## src/design/km2d_pkg.sv

```systemverilog
// km2d_pkg: types and constants shared by the 2D k-means block.
// No dependencies.
package km2d_pkg;
	// cluster_index width ties the cluster count to eight
	localparam int MAX_CLUSTERS = 8;

	localparam logic [1:0] ST_CONVERGED = 2'd0;
	localparam logic [1:0] ST_LIMIT     = 2'd1;
	localparam logic [1:0] ST_FEW       = 2'd2;
	localparam logic [1:0] ST_DROPPED   = 2'd3;

	localparam logic [1:0] REG_NUM_CLUSTERS = 2'd0;
	localparam logic [1:0] REG_TOL_SQUARED  = 2'd1;
	localparam logic [1:0] REG_MAX_ITER     = 2'd2;

	// request/response between the sequencer and the divider
	typedef struct packed {
		logic start;
		logic busy;
		logic done;
	} div_ctl_t;
endpackage

```

## src/design/km2d_div.sv

```systemverilog
// km2d_div: signed restoring divider, one quotient bit per cycle,
// truncating toward zero. Depends on km2d_pkg.
module km2d_div import km2d_pkg::*; #(
	parameter int NUM_BITS = 26,
	parameter int DEN_BITS = 11
) (
	input  logic                       clk,
	input  logic                       arst_n,
	input  logic                       start,
	input  logic signed [NUM_BITS-1:0] num,
	input  logic        [DEN_BITS-1:0] den,
	output logic signed [NUM_BITS-1:0] quo,
	output div_ctl_t                   ctl
);
	localparam int CW = $clog2(NUM_BITS + 1);

	logic [NUM_BITS-1:0] mag_q;
	logic [DEN_BITS:0]   rem_q;
	logic [DEN_BITS-1:0] den_q;
	logic                neg_q;
	logic [CW-1:0]       cnt_q;
	logic                busy_q, done_q;
	logic [DEN_BITS:0]   trial;
	logic [DEN_BITS:0]   shifted;

	assign shifted = {rem_q[DEN_BITS-1:0], mag_q[NUM_BITS-1]};
	assign trial   = shifted - {1'b0, den_q};

	always_ff @(posedge clk or negedge arst_n) begin
		if (!arst_n) begin
			busy_q <= 1'b0;
			done_q <= 1'b0;
			cnt_q  <= '0;
		end else begin
			done_q <= 1'b0;
			if (start) begin
				busy_q <= 1'b1;
				cnt_q  <= CW'(NUM_BITS);
			end else if (busy_q) begin
				cnt_q <= cnt_q - 1'b1;
				if (cnt_q == CW'(1)) begin
					busy_q <= 1'b0;
					done_q <= 1'b1;
				end
			end
		end
	end

	always_ff @(posedge clk) begin
		if (start) begin
			mag_q <= num[NUM_BITS-1] ? NUM_BITS'(-num) : NUM_BITS'(num);
			neg_q <= num[NUM_BITS-1];
			rem_q <= '0;
			den_q <= den;
		end else if (busy_q) begin
			if (!trial[DEN_BITS]) begin
				rem_q <= trial;
				mag_q <= {mag_q[NUM_BITS-2:0], 1'b1};
			end else begin
				rem_q <= shifted;
				mag_q <= {mag_q[NUM_BITS-2:0], 1'b0};
			end
		end
	end

	assign quo = neg_q ? -$signed(mag_q) : $signed(mag_q);
	assign ctl = '{start: start, busy: busy_q, done: done_q};
endmodule

```

## config.mk

```make
export PLATFORM = sky130hd
export DESIGN_NAME = km2d_div
export DESIGN_NICKNAME = d
export VERILOG_FILES = /design/src/design/km2d_pkg.sv /design/src/design/km2d_div.sv
export SDC_FILE = /design/constraint.sdc
export NUM_CORES = 1
export LEC_CHECK = 0
export ABC_AREA = 1
export BUFFER_PORTS_ARGS = -buffer_cell sky130_fd_sc_hd__buf_2
export CORE_MARGIN = 2
export CORE_UTILIZATION = 45
export CTS_BUF_LIST = sky130_fd_sc_hd__clkbuf_4 sky130_fd_sc_hd__clkbuf_8
export DETAILED_ROUTE_END_ITERATION = 7
export GPL_ROUTABILITY_DRIVEN = 0
export PLACE_DENSITY = 0.66
export RECOVER_POWER = 50
export SETUP_SLACK_MARGIN = 0.2
export SYNTH_ARGS = -nofsm -noshare
export SYNTH_HDL_FRONTEND = slang
export SYNTH_SLANG_ARGS = --single-unit
```

## constraint.sdc

```tcl
create_clock -name clk -period 3.1 [get_ports clk]
set_clock_uncertainty 0.15 [all_clocks]
set_input_delay 0.155 -clock clk [delete_from_list [all_inputs] [get_ports clk]]
set_output_delay 0.155 -clock clk [all_outputs]
set_load 0.02 [all_outputs]
```

Yosys cells after proc, flatten, opt, wreduce, memory -nomap -nowiden
Cells that the tools add are included.
{"block": "totals", "regBits": 56, "inputBits": 40, "output_inout_bits": 29}
{"block": "op_classes", "n_reduce_logical": 1, "add_sub_neg": 4, "mux": 14, "n_eq_ne": 1}
{"operator": "two-way mux 26 bit", "count": 4}
{"operator": "negator 26 bit", "count": 2}
{"operator": "subtractor 12 x 11 -> 12 bit", "count": 1}
{"operator": "two-way mux 11 bit", "count": 1}
{"operator": "two-way mux 5 bit", "count": 2}
{"operator": "two-way mux 1 bit", "count": 7}
{"operator": "equality test 5 x 1 -> 1 bit (second input constant)", "count": 1}
{"operator": "subtractor 5 x 1 -> 5 bit (second input constant)", "count": 1}
{"operator": "nonzero test 2 bit", "count": 1}

Logic depth before layout (Yosys ltp)
{"block": "logic_depth", "ltp_word": 4, "mapped_depth": 14, "depth_no_buf": 14}

Least setup slack after synthesis
No wires, ideal clock.
{"block": "synth_timing", "kind": "register to register", "start": "reg mag_q[25]", "end": "reg rem_q[8]", "period_less_slack_ns": 1.938, "arrival_time_ns": 1.675, "stages_incl_launch_ff": 15, "required_time_ns": 2.837, "n_path_buf": 0, "setup_slack_ns": 1.162, "setup_ns": 0.113, "path_cell_list": "edfxtp_1 -> inv_1 -> ha_1 -> inv_1 -> fa_1 -> nand3_1 -> nand3_1 -> nand2_1 -> nand2_1 -> nand2_1 -> nand2_1 -> inv_1 -> nand2_2 -> nand3_1 -> nand2_1"}
{"block": "synth_between", "elab_chain_cells": 2}
{"item": "start: declaration", "line": "km2d_div.sv:17", "text": "logic [NUM_BITS-1:0] mag_q;"}
{"item": "start signal: assignment", "line": "km2d_div.sv:51", "text": "mag_q <= num[NUM_BITS-1] ? NUM_BITS'(-num) : NUM_BITS'(num);"}
{"item": "start signal: assignment", "line": "km2d_div.sv:58", "text": "mag_q <= {mag_q[NUM_BITS-2:0], 1'b1};"}
{"item": "start signal: assignment", "line": "km2d_div.sv:61", "text": "mag_q <= {mag_q[NUM_BITS-2:0], 1'b0};"}
{"item": "subtractor 12 x 11 -> 12 bit", "line": "km2d_div.sv:27", "text": "assign trial = shifted - {1'b0, den_q};"}
{"item": "two-way mux 11 bit", "line": "km2d_div.sv:56", "text": "if (!trial[DEN_BITS]) begin"}
{"item": "end signal: assignment", "line": "km2d_div.sv:57", "text": "rem_q <= trial;"}
{"item": "end signal: assignment", "line": "km2d_div.sv:60", "text": "rem_q <= shifted;"}
{"item": "end: declaration", "line": "km2d_div.sv:18", "text": "logic [DEN_BITS:0] rem_q;"}
No other way between the ends.
A chain may end at the register's enable or synchronous reset.

Worst setup path after layout
{"block": "layout_timing", "start": "reg neg_q", "end": "out quo[18]"}
{"block": "layout_between", "elab_chain_cells": 1}
{"item": "start: declaration", "line": "km2d_div.sv:20", "text": "logic neg_q;"}
{"item": "start signal: assignment", "line": "km2d_div.sv:52", "text": "neg_q <= num[NUM_BITS-1];"}
{"item": "two-way mux 26 bit", "line": "km2d_div.sv:66", "text": "assign quo = neg_q ? -$signed(mag_q) : $signed(mag_q);"}
{"item": "end: declaration", "line": "km2d_div.sv:12", "text": "output logic signed [NUM_BITS-1:0] quo,"}
No other way between the ends.

==> metrics.txt <==
status=finished, violations left; failing checks=max-capacitance violations, max-slew violations; HPWL Detailed=just over 8 mm; Reg2Reg Depth=9; power per cell area=~540 nW/um^2; Final Max Slew Viols=35; WP data arrival=around 2.3 ns; hold slack=slightly above 0.08 ns; ys flop type=edfxtp_1; top cell type's share of synthesized area=about a quarter; Die Y=102 um; Worst R2R Start=rem_q[7]$_SDFFE_PP0P_; initial antenna violation count=0; # H-tree levels=2; Hold Path Cell Cnt=3; P&R area growth vs syn=14.2%; Max-slew headroom=-18.1%; Nets=741; leading area contributor after synthesis=edfxtp_1; Async SR Flop Fraction=between 10% and 20%; Worst Path Required=2.79 ns; Post-route DRC=0; Max-Cap Viols=1; chip width=slightly above 100 um; diode count=0; r2r setup slk=0.78 ns; Top delay family on crit path=flip-flops; CTS root buffer=clkbuf_8; Worst-Margin Slew=~1.8 ns; gr ovfl total=0; Crit Path Max Fanout=18; Hold Path Class=in -> reg; Worst-Skew Late Latency=between 0.3 and 0.4 ns; YS warnings=0; layout cells sized above 1=around an eighth; Synth Area per Inst=~7.0 um^2; Rows=35; routed vias=4054; RR Endpoint=rem_q[3]$_SDFFE_PP0P_; core area=9280 um^2; vias in the first global route=between 3000 and 4000; Buffers on Ports=68; IO Pins=69; Hold Startpoint=num[3]; top post-synthesis cells by area=edfxtp_1 26%, nand2_1 15%, inv_1 7.3%; Iteration-0 DRC Markers=210; unrepaired setup endpoints after global routing=no; fin area=~4900 um^2; Worst Setup End Kind=output port; crit-path cells=inv_1, nor2_1, nor2_1, o21ai_2, o21ai_0, nand2_1, buf_2; Vias/cell=4.97; Post-Syn Area=~4300 um^2; Resized Gates After CTS=0; clk sinks=56; synthesis-stage register bit count=56; clock tree buffer depth=2; Critical Path Start Type=flop; crit path kind=reg -> out; post-synth cell types=41; Crit-path slowest cell=edfxtp_1; Buf/Inv on CP=2; TritonCTS clock tree=built; final wirelength=between 10 and 15 mm; largest net degree at the start of global routing=37; most frequent cell after synthesis=nand2_1; non-filler cells, final=between 800 and 900; Antenna Nets Post-Route=0; top cells by count, synth=169 x nand2_1, 84 x inv_1, 66 x nor2_1; Total GRT Usage=20.9%; fmax=389 MHz; Post-synth EDFFs=38; leakage power=approximately 2.4 nW; TritonRoute pass-1 iters=4; Initial Util=46.7%; Final Hold Fails=0; Syn Inst Count=approximately 600; total CTS buffers=5; FILL cells=940; Critical Path Max Stage Delay=around 0.63 ns; Sum Neg Setup Slack=0 ns; drt wl/cell=about 13 um; Tcrit/Tclk final=just over 80%; Peak VDD IR=approximately 0.23 mV; die area=10400 um^2; dpl cell area=4730 um^2; endpoints failing setup=0; placed insts=795; synthesized net count=671; Hold Path End=mag_q[3]$_DFFE_PP_; crit path time final=2.57 ns; CTS clk-pin slew, worst paths=approximately 0.1 ns; first-pass GRT wire length=between 15 and 20 mm; Most common cell on crit path=nor2_1; sequential fraction of the synthesis area=between 30 and 40%
[what timing repair did]
| item | CTS | global route |
|---|---|---|
| setup buffers | 0 | 0 |
| hold buffers | 12 | 0 |
| hold endpoints to repair | 18 | 0 |
[state kept, by name, indices dropped and copies added, names as in the netlist]
name	flops
done_q	1
cnt_q	5
mag_q	26
busy_q	1
den_q	11
rem_q	11
neg_q	1
[cell usage in the layout (no fill, tap or decap), drive strengths merged, types with 11 or more instances in the layout]
cell	instances
edfxtp	38
a21oi	18
nand3b	12
inv	86
nand4	13
nand3	56
ha	15
o21ai	34
dlygate4sd3	12
buf	63
xor2	26
dfxtp	11
clkbuf	14
nor2	71
nand2	176
[how the worst max path moves through the flow]
stage / from / to / slack, ns / cells after the start
3_5_place_dp: rem_q[7]$_SDFFE_PP0P_ / rem_q[3]$_SDFFE_PP0P_ / 0.82 / 9
4_1_cts: neg_q$_DFFE_PP_ / quo[18] / 0.53 / 7
2_1_floorplan: mag_q[25]$_DFFE_PP_ / rem_q[8]$_SDFFE_PP0P_ / 1.16 / 14
6_report: neg_q$_DFFE_PP_ / quo[18] / 0.53 / 7
5_1_grt: neg_q$_DFFE_PP_ / quo[16] / 0.30 / 8
3_3_place_gp: den_q[8]$_DFFE_PP_ / rem_q[2]$_SDFFE_PP0P_ / 0.87 / 10
[area by class of cell]
cell class | count | area [um^2] | share of cell area [%]
clock inverters | 3 | 47.5 | 0.961
flip-flops and latches | 56 | 1540 | 31.0
clock buffers | 5 | 68.8 | 1.39
inverters | 88 | 330 | 6.67
multi-input cells | 450 | 2330 | 47.1
repair buffers | 84 | 474 | 9.58
well taps | 129 | 161 | 3.26
[per-layer routing]
metal / wire length (um) / vias to the layer above / global-route usage (%) / part of all wire (%)
li1: - / 2121 / - / -
met1: 4710 / 1820 / 26.7 / 45
met2: 5080 / 96 / 37.1 / 49
met3: 399 / 17 / 2.53 / 3.8
met4: 184 / 0 / 6.05 / 1.8
met5: 0 / - / 0 / 0
[where the power goes]
| group | internal [mW] | total (mW) | switching (mW) | leakage [nW] |
|---|---|---|---|---|
| clock network | 0.244 | 0.496 | 0.252 | 0.0583 |
| logic | 0.432 | 1.17 | 0.738 | 1.82 |
| registers | 0.922 | 1.03 | 0.110 | 0.571 |
[per-stage QoR]
step	util (%)	total power, mW	worst slack (ns)
2_1_floorplan	-	1.92	1.16
3_5_place_dp	50.9	2.20	0.824
4_1_cts	53.5	2.70	0.528
3_3_place_gp	50.9	2.19	0.867
5_1_grt	53.3	2.90	0.298
6_report	53.3	2.70	0.532
[worst min-delay path, cell delays in order]
cell,delay (ns)
buf_2,0.11
a21oi_1,0.04
o22ai_1,0.11
[cells by family after synthesis]
group	Yosys count	synth area share [%]
xor gates and xnor gates	36	7.28
adders and majority gates	16	4.79
DFF	56	35.5
AOI/OAI and AO/OA	62	7.77
and+or+nand+nor	336	34.0
buffers and inverters	109	10.7
Power figures use the tool's default switching activity.
